[src/sv/flow_match_tag_extract_assert.svh]
// Assertion macros for the flow filter.
`ifndef FLOW_MATCH_TAG_EXTRACT_ASSERT_SVH
`define FLOW_MATCH_TAG_EXTRACT_ASSERT_SVH

// Same-cycle implication.
`define FMTE_ASSERT_IMP(label, clk, rstn, ante, cons, msg) \
    label: assert property (@(posedge clk) disable iff (!rstn) (ante) |-> (cons)) \
        else $error(msg);

// Next-cycle implication.
`define FMTE_ASSERT_NXT(label, clk, rstn, ante, cons, msg) \
    label: assert property (@(posedge clk) disable iff (!rstn) (ante) |=> (cons)) \
        else $error(msg);

`endif

[src/sv/fmte_pkg.sv]
package fmte_pkg;

    localparam logic [7:0]  PROTO_TCP      = 8'd6;
    localparam logic [7:0]  PROTO_UDP      = 8'd17;
    localparam logic [16:0] L2_HDR_BYTES   = 17'd14;
    localparam logic [15:0] ETHERTYPE_IPV4 = 16'h0800;
    localparam logic [15:0] POS_MAX        = 16'hFFFF;
    localparam logic [15:0] POS_MIN_MATCH  = 16'd37;
    localparam logic [2:0]  TAG_BYTES      = 3'd4;

    localparam logic KIND_TCP = 1'b0;
    localparam logic KIND_UDP = 1'b1;

    localparam logic [1:0] CFG_CLIENT = 2'd0;
    localparam logic [1:0] CFG_SERVER = 2'd1;
    localparam logic [1:0] CFG_PORT   = 2'd2;

    typedef struct packed {
        logic [31:0] client;
        logic [31:0] server;
        logic [15:0] port;
    } fmte_cfg_t;

    typedef struct packed {
        logic        matched;
        logic        kind;
        logic [31:0] tag;
    } fmte_result_t;

endpackage

[src/sv/fmte_parser.sv]
`include "flow_match_tag_extract_assert.svh"

module fmte_parser
    import fmte_pkg::*;
(
    input  logic         aclk,
    input  logic         aresetn,
    input  fmte_cfg_t    cfg,
    input  logic         byte_valid,
    input  logic [7:0]   byte_data,
    input  logic         byte_last,
    output fmte_result_t result
);

    logic [15:0] pos_reg, pos_next;
    logic [15:0] ether_type_reg, ether_type_next;
    logic [3:0]  ihl_reg, ihl_next;
    logic [15:0] total_len_reg, total_len_next;
    logic [7:0]  proto_reg, proto_next;
    logic [31:0] src_addr_reg, src_addr_next;
    logic [31:0] dst_addr_reg, dst_addr_next;
    logic [15:0] dport_reg, dport_next;
    logic [3:0]  doff_reg, doff_next;
    logic [31:0] tag_reg, tag_next;
    logic [2:0]  tag_count_reg, tag_count_next;

    logic [16:0] tag_end;
    logic [16:0] pos_plus4;
    logic        known;
    logic        take;
    logic        ok;

    always_comb begin
        ether_type_next = ether_type_reg;
        ihl_next        = ihl_reg;
        total_len_next  = total_len_reg;
        proto_next      = proto_reg;
        src_addr_next   = src_addr_reg;
        dst_addr_next   = dst_addr_reg;
        dport_next      = dport_reg;
        doff_next       = doff_reg;

        if (pos_reg inside {16'd12, 16'd13}) begin
            ether_type_next = {ether_type_reg[7:0], byte_data};
        end else if (pos_reg == 16'd14) begin
            ihl_next = byte_data[3:0];
        end else if (pos_reg inside {16'd16, 16'd17}) begin
            total_len_next = {total_len_reg[7:0], byte_data};
        end else if (pos_reg == 16'd23) begin
            proto_next = byte_data;
        end else if (pos_reg inside {[16'd26:16'd29]}) begin
            src_addr_next = {src_addr_reg[23:0], byte_data};
        end else if (pos_reg inside {[16'd30:16'd33]}) begin
            dst_addr_next = {dst_addr_reg[23:0], byte_data};
        end else if (pos_reg inside {16'd36, 16'd37}) begin
            dport_next = {dport_reg[7:0], byte_data};
        end else if (pos_reg == 16'd46) begin
            doff_next = byte_data[7:4];
        end

        // tag window ends at the payload offset (TCP) or the IP datagram end (UDP)
        tag_end = '0;
        known   = 1'b0;
        if (proto_next == PROTO_TCP && pos_reg >= 16'd47) begin
            tag_end = L2_HDR_BYTES + {11'd0, ihl_next, 2'b00} + {11'd0, doff_next, 2'b00};
            known   = 1'b1;
        end else if (proto_next == PROTO_UDP && pos_reg >= 16'd24) begin
            tag_end = L2_HDR_BYTES + {1'b0, total_len_next};
            known   = 1'b1;
        end

        pos_plus4 = {1'b0, pos_reg} + 17'd4;
        take = known && (pos_reg != POS_MAX) && (pos_plus4 >= tag_end)
            && ({1'b0, pos_reg} < tag_end) && (tag_count_reg < TAG_BYTES);

        tag_next       = tag_reg;
        tag_count_next = tag_count_reg;
        if (take) begin
            tag_next       = {tag_reg[23:0], byte_data};
            tag_count_next = tag_count_reg + 3'd1;
        end

        ok = (ether_type_next == ETHERTYPE_IPV4)
            && (src_addr_next == cfg.client)
            && (dst_addr_next == cfg.server)
            && (dport_next == cfg.port)
            && (proto_next == PROTO_TCP || proto_next == PROTO_UDP)
            && (tag_count_next == TAG_BYTES)
            && (pos_reg >= POS_MIN_MATCH);

        result.matched = ok;
        result.kind    = (ok && proto_next == PROTO_UDP) ? KIND_UDP : KIND_TCP;
        result.tag     = ok ? tag_next : '0;

        pos_next = (pos_reg != POS_MAX) ? pos_reg + 16'd1 : pos_reg;
    end

    always_ff @(posedge aclk) begin
        if (!aresetn || (byte_valid && byte_last)) begin
            pos_reg        <= '0;
            ether_type_reg <= '0;
            ihl_reg        <= '0;
            total_len_reg  <= '0;
            proto_reg      <= '0;
            src_addr_reg   <= '0;
            dst_addr_reg   <= '0;
            dport_reg      <= '0;
            doff_reg       <= '0;
            tag_reg        <= '0;
            tag_count_reg  <= '0;
        end else if (byte_valid) begin
            pos_reg        <= pos_next;
            ether_type_reg <= ether_type_next;
            ihl_reg        <= ihl_next;
            total_len_reg  <= total_len_next;
            proto_reg      <= proto_next;
            src_addr_reg   <= src_addr_next;
            dst_addr_reg   <= dst_addr_next;
            dport_reg      <= dport_next;
            doff_reg       <= doff_next;
            tag_reg        <= tag_next;
            tag_count_reg  <= tag_count_next;
        end
    end

    `FMTE_ASSERT_NXT(a_pos_clear, aclk, aresetn, byte_valid && byte_last,
        (pos_reg == '0) && (tag_count_reg == '0), "frame state not cleared after last byte")
    `FMTE_ASSERT_NXT(a_pos_step, aclk, aresetn,
        byte_valid && !byte_last && (pos_reg != POS_MAX),
        pos_reg == $past(pos_reg) + 16'd1, "byte position did not advance")
    `FMTE_ASSERT_IMP(a_tag_count, aclk, aresetn, 1'b1, tag_count_reg <= TAG_BYTES,
        "tag byte count beyond four")

endmodule

[src/sv/fmte_out_stage.sv]
`include "flow_match_tag_extract_assert.svh"

module fmte_out_stage
    import fmte_pkg::*;
(
    input  logic         aclk,
    input  logic         aresetn,
    input  logic         load,
    input  fmte_result_t result,
    output logic         free,
    output logic         m_tvalid,
    input  logic         m_tready,
    output logic [31:0]  m_tdata,
    output logic [1:0]   m_tuser
);

    logic         valid_reg, valid_next;
    fmte_result_t result_reg;

    assign free = !valid_reg || m_tready;

    always_comb begin
        valid_next = valid_reg;
        if (load) begin
            valid_next = 1'b1;
        end else if (m_tready) begin
            valid_next = 1'b0;
        end
    end

    always_ff @(posedge aclk) begin
        if (!aresetn) begin
            valid_reg <= 1'b0;
        end else begin
            valid_reg <= valid_next;
        end
    end

    always_ff @(posedge aclk) begin
        if (load) begin
            result_reg <= result;
        end
    end

    assign m_tvalid = valid_reg;
    assign m_tdata  = result_reg.tag;
    assign m_tuser  = {result_reg.kind, result_reg.matched};

    `FMTE_ASSERT_IMP(a_nomatch_zero, aclk, aresetn, valid_reg && !result_reg.matched, (result_reg.kind == KIND_TCP) && (result_reg.tag == '0), "unmatched result carries kind or tag")
    `FMTE_ASSERT_IMP(a_load_free, aclk, aresetn, load, free, "result loaded over a pending transfer")

endmodule

[src/sv/flow_match_tag_extract.sv]
// m_tvalid rises once the last byte has left the input register for the result register.
// Throughput: one byte per cycle unless a last byte waits; one result per frame.
// A last byte waits in the input register while the previous result is not yet taken.
// A byte goes from the input register through field capture into the result register.
// Reset (aresetn low, synchronous): frame state, addresses and port cleared to zero,
// no result pending.
module flow_match_tag_extract
    import fmte_pkg::*;
(
    input  logic        aclk,
    input  logic        aresetn,
    input  logic        s_tvalid,
    output logic        s_tready,
    input  logic [7:0]  s_tdata,   // [7:0] frame_byte
    input  logic        s_tlast,
    output logic        m_tvalid,
    input  logic        m_tready,
    output logic [31:0] m_tdata,   // [31:0] packet_tag
    output logic [1:0]  m_tuser,   // [0] matched, [1] transport_kind
    input  logic        cfg_valid,
    output logic        cfg_ready,
    input  logic [1:0]  cfg_index,
    input  logic [31:0] cfg_data
);

    fmte_cfg_t    cfg_reg;
    fmte_result_t result;

    logic       in_valid_reg, in_valid_next;
    logic [7:0] in_byte_reg;
    logic       in_last_reg;
    logic       out_free;
    logic       consume;
    logic       s_accept;

    assign cfg_ready = 1'b1;

    always_ff @(posedge aclk) begin
        if (!aresetn) begin
            cfg_reg <= '0;
        end else if (cfg_valid) begin
            case (cfg_index)
                CFG_CLIENT: cfg_reg.client <= cfg_data;
                CFG_SERVER: cfg_reg.server <= cfg_data;
                CFG_PORT:   cfg_reg.port   <= cfg_data[15:0];
                default: ;
            endcase
        end
    end

    // last byte waits for a free result register
    assign consume  = in_valid_reg && (!in_last_reg || out_free);
    assign s_tready = !in_valid_reg || consume;
    assign s_accept = s_tvalid && s_tready;

    always_comb begin
        in_valid_next = in_valid_reg;
        if (s_accept) begin
            in_valid_next = 1'b1;
        end else if (consume) begin
            in_valid_next = 1'b0;
        end
    end

    always_ff @(posedge aclk) begin
        if (!aresetn) begin
            in_valid_reg <= 1'b0;
        end else begin
            in_valid_reg <= in_valid_next;
        end
    end

    always_ff @(posedge aclk) begin
        if (s_accept) begin
            in_byte_reg <= s_tdata;
            in_last_reg <= s_tlast;
        end
    end

    fmte_parser u_parser (
        .aclk       (aclk),
        .aresetn    (aresetn),
        .cfg        (cfg_reg),
        .byte_valid (consume),
        .byte_data  (in_byte_reg),
        .byte_last  (in_last_reg),
        .result     (result)
    );

    fmte_out_stage u_out (
        .aclk     (aclk),
        .aresetn  (aresetn),
        .load     (consume && in_last_reg),
        .result   (result),
        .free     (out_free),
        .m_tvalid (m_tvalid),
        .m_tready (m_tready),
        .m_tdata  (m_tdata),
        .m_tuser  (m_tuser)
    );

endmodule
[config.mk]
export PLATFORM = sky130hd
export DESIGN_NAME = flow_match_tag_extract
export DESIGN_NICKNAME = d
export VERILOG_FILES = /design/src/sv/fmte_pkg.sv /design/src/sv/fmte_parser.sv /design/src/sv/fmte_out_stage.sv /design/src/sv/flow_match_tag_extract.sv
export VERILOG_INCLUDE_DIRS = /design/src /design/src/sv
export SDC_FILE = /design/constraint.sdc
export NUM_CORES = 1
export LEC_CHECK = 0
export BUFFER_PORTS_ARGS = -buffer_cell sky130_fd_sc_hd__clkbuf_2
export CAP_MARGIN = 20
export CORE_MARGIN = 1
export CORE_UTILIZATION = 35
export DETAILED_ROUTE_END_ITERATION = 10
export PLACE_DENSITY = 0.6
export SYNTH_ARGS = -nofsm -noshare
export SYNTH_HDL_FRONTEND = slang
export SYNTH_SLANG_ARGS = --single-unit
[constraint.sdc]
create_clock -name aclk -period 7.2 [get_ports aclk]
set_input_delay 1.08 -clock aclk [delete_from_list [all_inputs] [get_ports aclk]]
set_output_delay 1.08 -clock aclk [all_outputs]
set_load 0.1 [all_outputs]
==> metrics.yaml, run 1 <==
outcome: "finished, final reports clean"
numCtsBuffers: 35
crit_arrival_ns: 6.80
critical_path.top_delay_family: "compound AO/OA/AOI/OAI gates"
fin_ws_ns: 0.645
worstPathMaxFanout: 32
cts_tree: "built"
rows: 79
startpoint_type: "register"
finalPower_w: 0.00380
synth_area_leaders: "dfxtp_1 (31%), nand2_1 (11%), edfxtp_1 (7.7%)"
fin_crit_sh_pct: 91.0
synth.most_common_cell: "nand2_1"
path_cells: "ha_1 > or4b_1 > nor4_4 > mux2i_1 > ha_1 > inv_1 > ha_1 > a21o_1 > a21oi_1 > xnor2_1 > a22oi_1 > ha_1 > a2111oi_0 > a21oi_1 > a21oi_1 > a211oi_1 > a32oi_1 > nand3b_1 > buf_4 > mux2i_1 > nor3_2"
fin_crit_ns: 6.56
hold_depth: 2
cts.sink_count: 304
async_flop_share_pct: 0
synthFlopType: "dfxtp_1"
cts_setup_buffers: 0
dieHeight_microns: 221
r2r_end: "u_out.m_tdata[26]"
die_area_sq_um: 48900
rsz0062_at_grt: "false"
rr_worst_depth: 21
relSlewSlack_pct: 30.3
ys_seq_area_share_pct: 38.8
nets: 2110
initial_utilization_pct: 35.8
dpl.hpwl_mm: 34.5
yosys-top-cells-count: "nand2_1 (501), dfxtp_1 (261), a21oi_1 (154)"
critPathCaptureType: "register"
grt_pass1_vias: 13774
synth_edf_count: 43
gr-total-overflow: 0
wl_per_cell_microns: 18.7
grt_start_max_net_pins: 85
core_area_sq_um: 47000
portBuffers: 83
fp.dieW_microns: 221
num_antenna_cells: 0
hold_end: "u_parser.proto_reg[5]"
h-tree-depth: 2
antenna_found_initial: 1
yosysUniqueCellTypes: 91
min_from: "u_parser.proto_reg[5]"
path_buf_inv: 2
cts_buffer_depth: 3
crit_type: "register to register"
vias: 14294
cp_slowest_cell: "ha_1"
crit_top_cell: "ha_1"
cts_hold_buf: 0
synth-seq-cells: 304
p_per_area_nw_per_um2: 202
vdd_drop_max_mv: 0.147
grt_pass1_wl_mm: 78.0
syn_nets: 2092
ys_warn_count: 0
grtUsageTotal_pct: 19.9
synth_top_area_cell: "dfxtp_1"
syn_avg_cell_area_sq_um: 8.41
setup_viol_count_final: 0
finalSetupTns_ns: 0
synth_area_sq_um: 16800
area_growth_pct: 11.8
hold_violations: 0
drt-total-wl_mm: 49.6
clk_pin_slew_ns: 0.06
cts-resized-gates: 0
hold_class: "register to register"
antenna_left: 0
layout-drive-gt1-share_pct: 11.9
worstMarginPinSlew_ns: 1.04
drt_iter0_drc: 1264
viasPerCell: 5.40
post-route-drc-count: 0
io_pins: 85
synth_top_area_share_pct: 31.1
clock.fmax_mhz: 153
crit_required_ns: 7.44
max_stage_delay_ns: 0.53
root_buffer: "clkbuf_16"
clk_latency_ns: 0.54
finalMaxSlewViolations: 0
place_ws_ns: 0.744
skew_ns: 0.0280
r2r-start: "u_parser.pos_reg[2]"
place_congestion: 0.913
p_leak_nw: 6.73
maxCapViolations: 0
dr.pass1.iters: 6
syn_inst: 1997
ff2ff_setup_slack_ns: 0.64
largest_reg_flops: 80
==> layer usage <==
| layer | track usage, % | wire length, microns | vias to the layer above |
|---|---|---|---|
| met1 | 26.8 | 22400 | 6766 |
| met3 | 3.40 | 3190 | 106 |
| met5 | 0 | 13 | - |
| met4 | 7.17 | 1570 | 2 |
| met2 | 32.0 | 22400 | 448 |
| li1 | - | - | 6972 |
==> power breakdown <==
group	switching [W]	internal, W
clock network	0.000724	0.00107
registers	0.0000260	0.00174
logic	0.000162	0.0000766
total	0.000912	0.00289
==> worst max-delay path by stage <==
stage | start | endpoint | cells after the start
finish | u_parser.pos_reg[2] | u_out.m_tdata[26] | 21
global placement | u_parser.pos_reg[3] | u_out.m_tdata[26] | 21
floorplan | u_parser.pos_reg[8] | u_out.m_tdata[11] | 23
global route | u_parser.pos_reg[2] | u_parser.tag_reg[11] | 20
CTS | u_parser.pos_reg[2] | u_parser.tag_reg[11] | 20
detailed placement | u_parser.pos_reg[2] | u_out.m_tdata[27] | 21
==> per-stage QoR <==
stage                     util [%]  cells  cell area [sq um]  hold slack [ns]
after floorplan                  -   1997              16800            0.427
after global placement        37.3   2581              17500            0.440
after detailed placement      37.4   2582              17600            0.444
after CTS                     39.8   2643              18700            0.453
after global routing          40.0   2646              18800            0.464
final                         40.0   2646              18800            0.452
==> tightest hold or removal path, stage by stage (launching register included) <==
cell and delay [ns]:
dfxtp_1 0.31, nand2_1 0.05, a21oi_1 0.05
==> cells in the final DEF, fill, tap and decap left out, types with 16 or more instances in the layout <==
master | Yosys | routed
nand3_1 | 47 | 47
nand2_1 | 501 | 501
clkbuf_2 | 0 | 83
a21boi_0 | 85 | 85
edfxtp_1 | 43 | 43
clkbuf_16 | 0 | 36
ha_1 | 46 | 46
nand2b_1 | 18 | 17
nor4_1 | 20 | 19
inv_1 | 66 | 66
o21ai_0 | 26 | 26
dfxtp_1 | 261 | 261
nor3_1 | 24 | 24
a21oi_1 | 154 | 154
xnor2_1 | 58 | 58
mux2i_1 | 114 | 114
xor2_1 | 38 | 38
nor2_1 | 60 | 59
o22ai_1 | 19 | 19
nor2b_1 | 17 | 16
nor3_2 | 31 | 30
nand4_1 | 21 | 21
buf_4 | 6 | 29
==> layout make-up <==
type / instances / area (sq um)
clock buffer: 50 / 1030
clock inverter: 11 / 113
fill: 4721 / 28200
inverter: 66 / 248
multi-input combinational: 1492 / 9370
sequential: 304 / 6520
tap: 607 / 759
timing repair buffer: 116 / 741
==> cells by family after synthesis <==
| family | synth area share [%] |
|---|---|
| xor+xnor | 5.01 |
| fa+ha+maj | 3.55 |
| buf+inv | 5.57 |
| mux | 7.56 |
| flops | 38.8 |
| simple gates | 23.0 |
| other cells | 0.0223 |
| compound gates | 16.5 |
No activity file was read; power rests on OpenSTA's default activity.
==> inputs of run 2 (changes only) <==
--- a/config.mk
+++ b/config.mk
@@ -6,10 +6,11 @@
 export SDC_FILE = /design/constraint.sdc
 export NUM_CORES = 1
 export LEC_CHECK = 0
-export BUFFER_PORTS_ARGS = -buffer_cell sky130_fd_sc_hd__clkbuf_2
+export BUFFER_PORTS_ARGS = -buffer_cell sky130_fd_sc_hd__buf_2
 export CAP_MARGIN = 20
 export CORE_MARGIN = 1
 export CORE_UTILIZATION = 35
+export CTS_BUF_LIST = sky130_fd_sc_hd__clkbuf_4 sky130_fd_sc_hd__clkbuf_8
 export DETAILED_ROUTE_END_ITERATION = 10
 export PLACE_DENSITY = 0.6
 export SYNTH_ARGS = -nofsm -noshare
==> run 2 against run 1 <==
Design area is 0.50% lower. Non-clock buffer count stayed put. Count of clock-buffer cells in the layout is 33 higher. Wire length is 0.21% lower. Critical path type unchanged. Largest power group is now sequential cells.
==> metrics.yaml, run 2 (synthesis results as in run 1) <==
final_common_cell: "nand2_1"
hold_class: "register to register"
io_pins: 85  # unchanged
rsz0062_at_grt: "false"
setup_viol_count_final: 0  # unchanged
initial_utilization_pct: 35.8  # unchanged
rows: 79  # unchanged
startpoint_type: "register"
cts_setup_buffers: 0  # unchanged
vias: 14504  # +1.5%
grt_pass1_wl_mm: 78.3  # +0.41%
numCtsBuffers: 51  # +46%
cts.sink_count: 304  # unchanged
layout-drive-gt1-share_pct: 13.4  # +1.5 points
fp.dieW_microns: 221  # unchanged
skew_ns: 0.0213  # -0.00668 ns
largest_reg_flops: 80  # unchanged
maxCapViolations: 0  # unchanged
crit_arrival_ns: 7.07  # +0.27 ns
area_growth_pct: 11.3
outcome: "finished, final reports clean"
portBuffers: 83  # unchanged
cts-resized-gates: 0  # unchanged
crit_type: "register to register"
root_buffer: "clkbuf_8"
antenna_left: 0  # unchanged
h-tree-depth: 2  # unchanged
layout_common_cells: "nand2_1 (501), dfxtp_1 (261), a21oi_1 (154), mux2i_1 (114), a21boi_0 (85)"
relSlewSlack_pct: 28.1  # -2.2 points
cts_hold_buf: 0  # unchanged
place_congestion: 0.928  # +1.6%
vdd_drop_max_mv: 0.141  # -4.4%
viasPerCell: 5.41  # +0.18%
num_antenna_cells: 0  # unchanged
finalSetupTns_ns: 0  # unchanged
clk_latency_ns: 0.62  # +0.08 ns
critPathCaptureType: "register"
worstMarginPinSlew_ns: 1.08  # +0.0348 ns
p_leak_nw: 6.75  # +0.39%
nets: 2126  # +0.76%
fin_crit_ns: 6.53  # -0.0226 ns
dpl.hpwl_mm: 34.7  # +0.53%
grtUsageTotal_pct: 19.9  # -0.034 points
fin_crit_sh_pct: 90.7  # -0.31 points
finalPower_w: 0.00364  # -4.3%
clk_pin_slew_ns: 0.06  # about the same
grt_pass1_vias: 13847  # +0.53%
grt_start_max_net_pins: 85  # unchanged
die_area_sq_um: 48900  # unchanged
drt-total-wl_mm: 49.5  # -0.21%
wl_per_cell_microns: 18.5  # -1.5%
crit_required_ns: 7.74  # +0.30 ns
cts_tree: "built"
finalMaxSlewViolations: 0  # unchanged
dieHeight_microns: 221  # unchanged
post-route-drc-count: 0  # unchanged
drt_iter0_drc: 1273  # +0.71%
p_per_area_nw_per_um2: 195  # -3.8%
cts_buffer_depth: 3  # unchanged
dr.pass1.iters: 7  # +1
clock.fmax_mhz: 153  # +0.35%
hold_violations: 0  # unchanged
worstPathMaxFanout: 34  # +6.3%
core_area_sq_um: 47000  # unchanged
antenna_found_initial: 0  # -1
gr-total-overflow: 0  # unchanged
hold-worst-slack_ns: 0.455  # +0.00298 ns
## run 2: path summary, 6_finish.rpt
path,startpoint,end,slack [ns],cells past startpoint
worst max-delay path,u_parser.pos_reg[3],u_parser.tag_reg[0],0.67,20
worst min-delay path,u_parser.proto_reg[6],u_parser.proto_reg[6],0.45,2
worst max register to register,u_parser.pos_reg[3],u_parser.tag_reg[0],0.67,20
worst min register to register,u_parser.proto_reg[6],u_parser.proto_reg[6],0.45,2
## run 2: layout make-up
| cell class | count | area [sq um] |
|---|---|---|
| Tap cell | 607 | 759 |
| Timing Repair Buffer | 116 | 713 |
| Inverter | 66 | 248 |
| Clock inverter | 12 | 86.3 |
| Fill cell | 4747 | 28300 |
| Sequential cell | 304 | 6520 |
| Multi-Input combinational cell | 1492 | 9370 |
| Clock buffer | 83 | 992 |
## run 2: power breakdown
group | switching (W) | leakage (nW) | internal (W) | total (W)
Sequential | 0.0000261 | 2.58 | 0.00174 | 0.00177
Clock | 0.000724 | 0.585 | 0.000907 | 0.00163
Combinational | 0.000161 | 3.59 | 0.0000762 | 0.000237
## run 2: critical path, stage by stage (launching register included)
cell and delay (ns):
dfxtp_1 0.51, ha_1 0.54, or4b_1 0.55, nor4_4 0.41, mux2i_1 0.41, ha_1 0.34, inv_1 0.07, ha_1 0.22
a21o_1 0.17, a21oi_1 0.23, xnor2_1 0.16, a22oi_1 0.15, ha_1 0.23, a2111oi_0 0.44, a21oi_1 0.18, a21oi_1 0.25
a211oi_1 0.11, a32oi_1 0.28, nand3b_1 0.29, nor2_8 0.64, mux2i_1 0.27
## run 2: layer usage
metal	part of all wire, %	vias up	routed length [microns]	global-route usage [%]
li1	-	7012	-	-
met1	46	6944	22600	27.6
met2	46	458	22600	31.9
met3	6.3	90	3130	2.87
met4	2.5	0	1230	5.98
met5	0	-	0	0
## run 2: stage by stage
step / cell area [sq um] / util [%] / setup slack [ns] / std cells
CTS: 18600 / 39.7 / 0.679 / 2677
global placement: 17500 / 37.4 / 0.832 / 2582
finish: 18700 / 39.8 / 0.667 / 2680
global route: 18700 / 39.8 / 0.0647 / 2680
floorplan: 16800 / - / 1.61 / 1997
detailed placement: 17500 / 37.4 / 0.698 / 2582
